## src/hw/rtl/mxpro_pkg.sv

```systemverilog
package mxpro_pkg;

  // Set size and derived widths
  localparam int MAX_ENTRIES = 16;
  localparam int IDX_W       = (MAX_ENTRIES > 1) ? $clog2(MAX_ENTRIES) : 1;
  localparam int CNT_W       = $clog2(MAX_ENTRIES + 1);

  // Field widths
  localparam int PREF_W = 16;
  localparam int SEED_W = 32;
  localparam int POS_W  = 4;
  localparam int ENT_W  = PREF_W + POS_W;

  // Generator constants
  localparam logic [SEED_W-1:0] LCG_MUL    = 32'd69069;
  localparam logic [SEED_W-1:0] LCG_ADD    = 32'd1;
  localparam logic [30:0]       HALF_RANGE = 31'h7FFF_FFFF;

  // Sequencer states
  typedef enum logic [2:0] {
    ST_IDLE,
    ST_START,
    ST_HEAD,
    ST_SCAN,
    ST_FETCH,
    ST_EMIT
  } state_t;

  // Commands from the controller to the datapath
  typedef struct packed {
    logic load;   // store the accepted item while the set is not full
    logic start;  // read the first entry
    logic head;   // take the first entry as best, read the second
    logic scan;   // compare the entry read, read the next
    logic fetch;  // read the final stored entry
    logic emit;   // hand out the best entry, move the final entry into its slot
  } cmd_t;

  // Status from the datapath to the controller
  typedef struct packed {
    logic last_scan;  // the entry being compared is the final one
    logic single;     // one entry left
    logic out_free;   // output register can take a result
  } stat_t;

  // One step of the linear congruential generator
  function automatic logic [SEED_W-1:0] lcg_next(input logic [SEED_W-1:0] r);
    logic [SEED_W-1:0] prod;
    prod = r * LCG_MUL;
    return prod + LCG_ADD;
  endfunction

endpackage

```

## src/hw/rtl/mxpro_in_if.sv

```systemverilog
interface mxpro_in_if;
  logic                          valid;
  logic                          ready;
  logic [mxpro_pkg::PREF_W-1:0]  preference;
  logic [mxpro_pkg::SEED_W-1:0]  seed;
  logic                          is_last;

  modport source (output valid, output preference, output seed, output is_last,
                  input ready);
  modport sink   (input valid, input preference, input seed, input is_last,
                  output ready);
endinterface

```

## src/hw/rtl/mxpro_out_if.sv

```systemverilog
interface mxpro_out_if;
  logic                          valid;
  logic                          ready;
  logic [mxpro_pkg::POS_W-1:0]   entry_index;
  logic [mxpro_pkg::PREF_W-1:0]  entry_preference;
  logic                          last_of_run;

  modport source (output valid, output entry_index, output entry_preference,
                  output last_of_run, input ready);
  modport sink   (input valid, input entry_index, input entry_preference,
                  input last_of_run, output ready);
endinterface

```

## src/hw/rtl/mxpro_ram.sv

```systemverilog
module mxpro_ram #(
  parameter int WIDTH = 8,
  parameter int DEPTH = 16
) (
  input  logic                     clk,
  input  logic                     we,
  input  logic [$clog2(DEPTH)-1:0] waddr,
  input  logic [WIDTH-1:0]         wdata,
  input  logic                     re,
  input  logic [$clog2(DEPTH)-1:0] raddr,
  output logic [WIDTH-1:0]         rdata
);

  logic [WIDTH-1:0] mem [DEPTH];

  // Write port
  always_ff @(posedge clk) begin
    if (we) begin
      mem[waddr] <= wdata;
    end
  end

  // Registered read port, holds when idle
  always_ff @(posedge clk) begin
    if (re) begin
      rdata <= mem[raddr];
    end
  end

endmodule

```

## src/hw/rtl/mxpro_ctrl.sv

```systemverilog
module mxpro_ctrl (
  input  logic             clk,
  input  logic             rst,
  input  logic             in_valid,
  input  logic             in_last,
  output logic             in_ready,
  input  mxpro_pkg::stat_t stat,
  output mxpro_pkg::cmd_t  cmd
);

  mxpro_pkg::state_t state;
  mxpro_pkg::state_t state_next;

  // Hold the state
  always_ff @(posedge clk) begin
    if (rst) begin
      state <= mxpro_pkg::ST_IDLE;
    end else begin
      state <= state_next;
    end
  end

  // Advance the sequencer
  always_comb begin
    state_next = state;
    case (state)
      mxpro_pkg::ST_IDLE: begin
        if (in_valid && in_last) begin
          state_next = mxpro_pkg::ST_START;
        end
      end
      mxpro_pkg::ST_START: begin
        state_next = mxpro_pkg::ST_HEAD;
      end
      mxpro_pkg::ST_HEAD: begin
        state_next = stat.single ? mxpro_pkg::ST_FETCH : mxpro_pkg::ST_SCAN;
      end
      mxpro_pkg::ST_SCAN: begin
        if (stat.last_scan) begin
          state_next = mxpro_pkg::ST_FETCH;
        end
      end
      mxpro_pkg::ST_FETCH: begin
        state_next = mxpro_pkg::ST_EMIT;
      end
      mxpro_pkg::ST_EMIT: begin
        if (stat.out_free) begin
          state_next = stat.single ? mxpro_pkg::ST_IDLE : mxpro_pkg::ST_START;
        end
      end
      default: begin
        state_next = mxpro_pkg::ST_IDLE;
      end
    endcase
  end

  // Drive the datapath commands
  always_comb begin
    cmd      = '0;
    in_ready = 1'b0;
    case (state)
      mxpro_pkg::ST_IDLE: begin
        in_ready = 1'b1;
        cmd.load = in_valid;
      end
      mxpro_pkg::ST_START: begin
        cmd.start = 1'b1;
      end
      mxpro_pkg::ST_HEAD: begin
        cmd.head = 1'b1;
      end
      mxpro_pkg::ST_SCAN: begin
        cmd.scan = 1'b1;
      end
      mxpro_pkg::ST_FETCH: begin
        cmd.fetch = 1'b1;
      end
      mxpro_pkg::ST_EMIT: begin
        cmd.emit = stat.out_free;
      end
      default: begin
        cmd = '0;
      end
    endcase
  end

endmodule

```

## src/hw/rtl/mxpro_dp.sv

```systemverilog
module mxpro_dp (
  input  logic                          clk,
  input  logic                          rst,
  input  mxpro_pkg::cmd_t               cmd,
  output mxpro_pkg::stat_t              stat,
  input  logic [mxpro_pkg::PREF_W-1:0]  preference,
  input  logic [mxpro_pkg::SEED_W-1:0]  seed,
  output logic                          out_valid,
  input  logic                          out_ready,
  output logic [mxpro_pkg::POS_W-1:0]   out_index,
  output logic [mxpro_pkg::PREF_W-1:0]  out_preference,
  output logic                          out_last
);

  localparam int IDX_W  = mxpro_pkg::IDX_W;
  localparam int CNT_W  = mxpro_pkg::CNT_W;
  localparam int PREF_W = mxpro_pkg::PREF_W;
  localparam int POS_W  = mxpro_pkg::POS_W;
  localparam int ENT_W  = mxpro_pkg::ENT_W;
  localparam int SEED_W = mxpro_pkg::SEED_W;

  logic [CNT_W-1:0]  count;
  logic [CNT_W-1:0]  count_m1;
  logic [IDX_W-1:0]  j;
  logic [IDX_W-1:0]  best_idx;
  logic [PREF_W-1:0] best_pref;
  logic [POS_W-1:0]  best_pos;
  logic [CNT_W-1:0]  same;
  logic [SEED_W-1:0] rnd_ahead;
  logic [SEED_W-1:0] lcg_in;
  logic [SEED_W-1:0] rnd_step;

  logic              ram_we;
  logic [IDX_W-1:0]  ram_waddr;
  logic [ENT_W-1:0]  ram_wdata;
  logic              ram_re;
  logic [IDX_W-1:0]  ram_raddr;
  logic [ENT_W-1:0]  rd_data;

  logic [PREF_W-1:0] cur_pref;
  logic [POS_W-1:0]  cur_pos;
  logic              is_less;
  logic              is_equal;
  logic              take_tie;
  logic              not_full;

  logic [30:0]       quot_tab [mxpro_pkg::MAX_ENTRIES];

  // Quotient table: entry k holds the tie threshold for a tie count of k + 1
  for (genvar g = 0; g < mxpro_pkg::MAX_ENTRIES; g++) begin : g_quot
    localparam logic [30:0] QV = 31'(mxpro_pkg::HALF_RANGE / (g + 1));
    assign quot_tab[g] = QV;
  end

  // Entry store: preference above load position
  mxpro_ram #(
    .WIDTH (ENT_W),
    .DEPTH (mxpro_pkg::MAX_ENTRIES)
  ) u_store (
    .clk   (clk),
    .we    (ram_we),
    .waddr (ram_waddr),
    .wdata (ram_wdata),
    .re    (ram_re),
    .raddr (ram_raddr),
    .rdata (rd_data)
  );

  assign count_m1 = count - 1'b1;
  assign not_full = count < CNT_W'(mxpro_pkg::MAX_ENTRIES);
  assign cur_pref = rd_data[ENT_W-1:POS_W];
  assign cur_pos  = rd_data[POS_W-1:0];
  assign is_less  = cur_pref < best_pref;
  assign is_equal = cur_pref == best_pref;
  assign take_tie = rnd_ahead[SEED_W-1:1] < quot_tab[same[IDX_W-1:0]];

  // Generator: one multiplier, fed by the seed on a load or by the state on a tie
  assign lcg_in   = cmd.load ? seed : rnd_ahead;
  assign rnd_step = mxpro_pkg::lcg_next(lcg_in);

  // Store write port: load new entries, move the final entry on emit
  always_comb begin
    ram_we    = (cmd.load && not_full) || cmd.emit;
    ram_waddr = cmd.emit ? best_idx : count[IDX_W-1:0];
    ram_wdata = cmd.emit ? rd_data : {preference, POS_W'(count)};
  end

  // Store read port
  always_comb begin
    ram_re    = cmd.start || cmd.head || cmd.scan || cmd.fetch;
    ram_raddr = '0;
    if (cmd.head) begin
      ram_raddr = IDX_W'(1);
    end else if (cmd.scan) begin
      ram_raddr = j + 1'b1;
    end else if (cmd.fetch) begin
      ram_raddr = count_m1[IDX_W-1:0];
    end
  end

  // Entry count
  always_ff @(posedge clk) begin
    if (rst) begin
      count <= '0;
    end else if (cmd.load && not_full) begin
      count <= count + 1'b1;
    end else if (cmd.emit) begin
      count <= count_m1;
    end
  end

  // Generator state, one step ahead of the value last used
  always_ff @(posedge clk) begin
    if (cmd.load && (count == '0)) begin
      rnd_ahead <= rnd_step;
    end else if (cmd.scan && !is_less && is_equal) begin
      rnd_ahead <= rnd_step;
    end
  end

  // Scan for the lowest preference, sampling among ties
  always_ff @(posedge clk) begin
    if (cmd.head) begin
      best_pref <= cur_pref;
      best_pos  <= cur_pos;
      best_idx  <= '0;
      same      <= CNT_W'(1);
      j         <= IDX_W'(1);
    end else if (cmd.scan) begin
      j <= j + 1'b1;
      if (is_less) begin
        best_pref <= cur_pref;
        best_pos  <= cur_pos;
        best_idx  <= j;
        same      <= CNT_W'(1);
      end else if (is_equal) begin
        same <= same + 1'b1;
        if (take_tie) begin
          best_pref <= cur_pref;
          best_pos  <= cur_pos;
          best_idx  <= j;
        end
      end
    end
  end

  // Output register
  always_ff @(posedge clk) begin
    if (rst) begin
      out_valid <= 1'b0;
    end else if (cmd.emit) begin
      out_valid <= 1'b1;
    end else if (out_ready) begin
      out_valid <= 1'b0;
    end
  end

  always_ff @(posedge clk) begin
    if (cmd.emit) begin
      out_index      <= best_pos;
      out_preference <= best_pref;
      out_last       <= stat.single;
    end
  end

  // Status back to the controller
  always_comb begin
    stat.last_scan = j == count_m1[IDX_W-1:0];
    stat.single    = count == CNT_W'(1);
    stat.out_free  = !out_valid || out_ready;
  end

endmodule

```

## src/hw/rtl/mx_preference_random_order.sv

```systemverilog
// Loading: one item per cycle, no result for an item that is not marked last.
// Selection: with n entries left, a result takes a read, the first entry, n - 1
// compares, a fetch of the final entry and a transfer, which waits while the
// output register is full. The entry store has a single read port.
// Reset (rst, synchronous, active high) empties the set and the output
// register; the entry store itself is not cleared.
module mx_preference_random_order (
  input  logic         clk,
  input  logic         rst,
  mxpro_in_if.sink     entry_in,
  mxpro_out_if.source  entry_out
);

  mxpro_pkg::cmd_t  cmd;
  mxpro_pkg::stat_t stat;

  // Sequencer
  mxpro_ctrl u_ctrl (
    .clk      (clk),
    .rst      (rst),
    .in_valid (entry_in.valid),
    .in_last  (entry_in.is_last),
    .in_ready (entry_in.ready),
    .stat     (stat),
    .cmd      (cmd)
  );

  // Store, scan and output register
  mxpro_dp u_dp (
    .clk            (clk),
    .rst            (rst),
    .cmd            (cmd),
    .stat           (stat),
    .preference     (entry_in.preference),
    .seed           (entry_in.seed),
    .out_valid      (entry_out.valid),
    .out_ready      (entry_out.ready),
    .out_index      (entry_out.entry_index),
    .out_preference (entry_out.entry_preference),
    .out_last       (entry_out.last_of_run)
  );

`ifndef SYNTHESIS
  // At most one datapath command at a time
  a_cmd_onehot: assert property (@(posedge clk) disable iff (rst)
    $onehot0({cmd.load, cmd.start, cmd.head, cmd.scan, cmd.fetch, cmd.emit}))
    else $error("more than one datapath command");

  // A final item starts selection in the next cycle
  a_last_starts: assert property (@(posedge clk) disable iff (rst)
    (entry_in.valid && entry_in.ready && entry_in.is_last) |=> cmd.start)
    else $error("selection did not start after the final item");

  // The final result of a set returns the block to loading
  a_run_ends: assert property (@(posedge clk) disable iff (rst)
    (cmd.emit && stat.single) |=> (entry_in.ready && entry_out.valid
                                   && entry_out.last_of_run))
    else $error("set did not close after its final result");

  // No new item is taken while selection runs
  a_no_load_busy: assert property (@(posedge clk) disable iff (rst)
    (cmd.start || cmd.head || cmd.scan || cmd.fetch) |-> !entry_in.ready)
    else $error("input ready during selection");
`endif

endmodule
```

## src/flat_wrapper.sv

```systemverilog
// flat-port wrapper written by rule: the top's interface ports become plain ports
module mx_preference_random_order_flat 
  (clk, rst, entry_in_valid, entry_in_preference, entry_in_seed, entry_in_is_last, entry_in_ready, entry_out_valid, entry_out_entry_index, entry_out_entry_preference, entry_out_last_of_run, entry_out_ready);
  mxpro_in_if entry_in_i ();
  mxpro_out_if entry_out_i ();
  input  logic clk;
  input  logic rst;
  input wire logic [$bits(entry_in_i.valid)-1:0] entry_in_valid;
  input wire logic [$bits(entry_in_i.preference)-1:0] entry_in_preference;
  input wire logic [$bits(entry_in_i.seed)-1:0] entry_in_seed;
  input wire logic [$bits(entry_in_i.is_last)-1:0] entry_in_is_last;
  output wire logic [$bits(entry_in_i.ready)-1:0] entry_in_ready;
  output wire logic [$bits(entry_out_i.valid)-1:0] entry_out_valid;
  output wire logic [$bits(entry_out_i.entry_index)-1:0] entry_out_entry_index;
  output wire logic [$bits(entry_out_i.entry_preference)-1:0] entry_out_entry_preference;
  output wire logic [$bits(entry_out_i.last_of_run)-1:0] entry_out_last_of_run;
  input wire logic [$bits(entry_out_i.ready)-1:0] entry_out_ready;
  assign entry_in_i.valid = entry_in_valid;
  assign entry_in_i.preference = entry_in_preference;
  assign entry_in_i.seed = entry_in_seed;
  assign entry_in_i.is_last = entry_in_is_last;
  assign entry_in_ready = entry_in_i.ready;
  assign entry_out_valid = entry_out_i.valid;
  assign entry_out_entry_index = entry_out_i.entry_index;
  assign entry_out_entry_preference = entry_out_i.entry_preference;
  assign entry_out_last_of_run = entry_out_i.last_of_run;
  assign entry_out_i.ready = entry_out_ready;
  mx_preference_random_order u_core (.clk(clk), .rst(rst), .entry_in(entry_in_i), .entry_out(entry_out_i));
endmodule
```

## config.mk

```make
export PLATFORM = sky130hd
export DESIGN_NAME = mx_preference_random_order_flat
export DESIGN_NICKNAME = d
export VERILOG_FILES = /design/src/hw/rtl/mxpro_pkg.sv /design/src/hw/rtl/mxpro_in_if.sv /design/src/hw/rtl/mxpro_out_if.sv /design/src/hw/rtl/mxpro_ram.sv /design/src/hw/rtl/mxpro_ctrl.sv /design/src/hw/rtl/mxpro_dp.sv /design/src/hw/rtl/mx_preference_random_order.sv /design/src/flat_wrapper.sv
export SDC_FILE = /design/constraint.sdc
export NUM_CORES = 1
export LEC_CHECK = 0
export BUFFER_PORTS_ARGS = -buffer_cell sky130_fd_sc_hd__buf_2
export CORE_MARGIN = 10
export CORE_UTILIZATION = 55
export CTS_CLUSTER_DIAMETER = 50
export DETAILED_ROUTE_END_ITERATION = 10
export PLACE_DENSITY = 0.72
export SYNTH_ARGS = -nofsm -noshare
export SYNTH_HDL_FRONTEND = slang
export SYNTH_SLANG_ARGS = --single-unit
```

## constraint.sdc

```tcl
create_clock -name clk -period 18.1 [get_ports clk]
set_input_delay 4.525 -clock clk [delete_from_list [all_inputs] [get_ports clk]]
set_output_delay 4.525 -clock clk [all_outputs]
set_load 0.01 [all_outputs]
```

==> summary by stage <==
Run status
The run finished with clean final reports.

STA
In the final timing run, aggregate negative setup slack is 0 ps. Derived from the worst setup path, the maximum achievable clock frequency is 91.7 MHz. Setup repair after global routing left no endpoint under its margin.

The number of endpoints failing setup at the final stage is 0. The final-report hold violation count is 0. The number of max-slew violations in the final report came to 0. On the final layout, the worst hold slack is 426 ps. On the final layout, the worst clock skew is 30.5 ps. The max-slew headroom at the worst pin is 25.6%. The time the final worst path needs with I/O delays and setup is 10900 ps.

At the pin with the least slew margin, the transition time is 1120 ps. The period utilization is 60.2%.

Detailed routing
The final wirelength is 65500 µm. The number of DRC violations after detailed-routing iteration 0 is 1603. In the routed design, unresolved DRC markers number 0. Across all layers, the routed design uses 17700 vias. The detail route stage leaves a number of antenna-violating nets equal to 0.

Using the TritonRoute via totals, the vias-per-cell ratio works out to 5.88. After detailed routing, the average wire length per cell comes to 21.8 µm. The first-pass iteration count of the detailed router is 8.

Synth
For this run, the register share of the synthesized area comes to 48.6%. The netlist area before placement is 26400 µm². The number of nets produced by synthesis is 2703.

In the synthesized netlist the async set-or-reset flop fraction comes to 0%. Counting every instance in the synthesized netlist gives 2287. The dominant synthesized flop cell is sky130_fd_sc_hd__edfxtp_1.

The number of flip-flops and latches in the synthesized netlist is 434. The number of enable-type register cells in the synthesized netlist is 413. For this run, the number of Yosys warnings is 0. The number of unique standard cell types used by synthesis is 76. The average footprint of a synthesized cell is 11.5 µm².

Die
In this run the core area contains 80 standard-cell rows. The die covers 57100 µm². The core region is 47500 µm². The die is 239 µm wide. The number of primary I/O pins is 76. The y dimension of the die is 239 µm.

The initial utilization of the core area, before any placement, comes to 55.5%.

Setup path
The required time reported for the critical path endpoint is 18420 ps. The startpoint identified for the worst register-to-register timing path is u_core.u_ctrl.state[2]. Data on the critical path arrives at its endpoint at 11220 ps.

The highest fanout seen on the critical path is 32. The worst setup path is of the in2reg kind. The startpoint kind of the worst setup timing path is a primary input. The critical path starts at entry_in_valid. The end of the worst register-to-register path is u_core.u_dp.rnd_ahead[30]. Setup slack on the worst reg-to-reg path comes out at 10370 ps. The worst setup path is captured at a flip-flop. The worst register-to-register path has a depth of 23.

Worst hold path
The endpoint of the worst hold-timing path is u_core.u_dp.out_index[0]. The tightest min-delay check is of the reg2reg type. The worst hold path passes through 0 cells.

The worst hold path begins at u_core.u_dp.best_pos[0].

Layout
The final layout net count is 2771. The final standard cell count with taps included and fillers excluded is 3008. The library cell used most frequently in the layout, excluding fill and tap cells, is sky130_fd_sc_hd__edfxtp_1. In the final layout, the share of cells above drive strength 1 is 9.40%.

After routing the design area is 28900 µm². The number of antenna diodes in the final layout is 0. The area growth from synthesis to layout is 9.51%.

The library cells used most frequently in the layout, excluding fill and tap cells, are sky130_fd_sc_hd__edfxtp_1, sky130_fd_sc_hd__nand2_1, sky130_fd_sc_hd__inv_1.

Place
Routability-driven placement finished with a final weighted congestion of 0.933. Including well taps, the total number of placed cells is 2919. The count of input and output buffers is 75. The placed wire-length estimate after detailed placement is 44600 µm. The post-placement cell area is 27400 µm².

Clock network
The number of buffers created by CTS is 49. The number of buffers inserted to repair setup after CTS is 0. After clock tree synthesis, the clock-pin slew on the worst setup and hold paths is 60 ps. The post-cts gate resize count is 0. The clock tree buffer depth is 3. TritonCTS built the clock tree. Buffers inserted to repair hold after CTS numbered 0. The number of sinks handled by clock tree synthesis is 434.

The clock root buffer master is sky130_fd_sc_hd__clkbuf_16. The count of H-tree levels built during CTS is 2. For the worst-skew pair, the clock arrives at the later sink with an insertion delay of 590 ps.

Global routing
The number of antenna violations at the first check in global routing was 1. For this run, the total global-route usage over all layers was measured as 23.0%. Entering global routing, the biggest net connects 105 pins. The number of global-route vias before repair is 17700.

The sum of overflow across all layers after global routing is 0. The first global-routing pass estimated 102000 µm of wire.

Job
The tool flagged a number of max-cap violations equal to 0.
-- flip-flops by register name (all words and copies together), names as in the netlist --
register / count
u_core.u_dp.same: 4
u_core.u_ctrl.state: 3
u_core.u_dp.j: 4
u_core.u_dp.u_store.mem: 320
u_core.u_dp.out_preference: 16
u_core.u_dp.out_index: 4
u_core.u_dp.rnd_ahead: 32
u_core.u_dp.best_idx: 4
u_core.u_dp.out_last: 1
u_core.u_dp.best_pref: 16
u_core.u_dp.best_pos: 4
u_core.u_dp.u_store.rdata: 20
u_core.u_dp.count: 5
u_core.u_dp.out_valid: 1
-- final cells by class --
cell class,count,area (µm²)
Clock buffer,63,1280
Clock inverter,26,213
Fill cell,3725,18700
Inverter,312,1170
Multi-Input combinational cell,1450,12000
Sequential cell,434,12800
Tap cell,615,769
Timing Repair Buffer,108,623
-- logic make-up (layout without fill, tap and decap cells) --
logic type,count (synthesis),count (layout),share of synthesized area (%)
simple gates,581,581,9.88
buf+inv,403,509,6.23
flops,434,434,48.6
fa+ha+maj,363,363,21.3
mux,12,12,0.493
compound gates,424,424,11.1
xor+xnor,70,70,2.38
-- how the worst max path moves through the flow --
stage | endpoint | slack [ps]
floorplan | u_core.u_dp.rnd_ahead[30] | 7610
global placement | u_core.u_dp.rnd_ahead[30] | 6910
detailed placement | u_core.u_dp.rnd_ahead[30] | 6770
CTS | u_core.u_dp.rnd_ahead[30] | 7290
global route | u_core.u_dp.rnd_ahead[30] | 6790
finish | u_core.u_dp.rnd_ahead[30] | 7200
-- stage by stage --
stage	setup WS, ps	util (%)
after CTS	7290	60.7
after global placement	6910	57.6
after floorplan	7610	-
final	7200	60.7
after global routing	6790	60.7
after detailed placement	6770	57.6
-- per-layer routing --
metal	track usage, %	up-vias	routed length, µm
met5	0	-	0
met2	36.6	644	30300
met1	32.6	8818	28900
met3	3.75	97	4940
met4	5.54	0	1340
li1	-	8124	-
-- worst max-delay path, cell delays in order --
cell                       delay (ps)
sky130_fd_sc_hd__buf_2            100
sky130_fd_sc_hd__and2_1           120
sky130_fd_sc_hd__buf_4            370
sky130_fd_sc_hd__mux2i_1          650
sky130_fd_sc_hd__inv_1            200
sky130_fd_sc_hd__ha_1             330
sky130_fd_sc_hd__inv_1             70
sky130_fd_sc_hd__fa_1             520
sky130_fd_sc_hd__fa_1             440
sky130_fd_sc_hd__fa_1             550
sky130_fd_sc_hd__inv_1             60
sky130_fd_sc_hd__fa_1             480
sky130_fd_sc_hd__inv_1             60
sky130_fd_sc_hd__fa_1             530
sky130_fd_sc_hd__inv_1             40
sky130_fd_sc_hd__ha_1             370
sky130_fd_sc_hd__nand3_1          150
sky130_fd_sc_hd__nor4_1           520
sky130_fd_sc_hd__a21boi_0         350
sky130_fd_sc_hd__o21a_1           290
sky130_fd_sc_hd__o31ai_1          230
sky130_fd_sc_hd__a21oi_1          120
sky130_fd_sc_hd__xnor2_1          120
-- Yosys cell counts, drive strengths merged, types with 10 or more instances --
master | instances | area (µm²)
edfxtp | 413 | 12400
nand2 | 338 | 1270
inv | 312 | 1170
ha | 220 | 2750
fa | 143 | 2860
a211oi | 106 | 796
a21oi | 99 | 495
and2 | 85 | 532
nor2 | 74 | 299
a31oi | 54 | 350
xnor2 | 52 | 455
buf | 49 | 314
o21ai | 44 | 239
clkbuf | 42 | 158
a311oi | 41 | 359
nand3 | 27 | 140
a21o | 23 | 174
dfxtp | 21 | 420
nor3 | 19 | 105
xor2 | 17 | 149
nand2b | 11 | 68.8
mux2i | 10 | 108
Power is left out: the tool's default activity adds up to more than one toggle a clock period on the data nets, which glitch-free logic cannot reach.
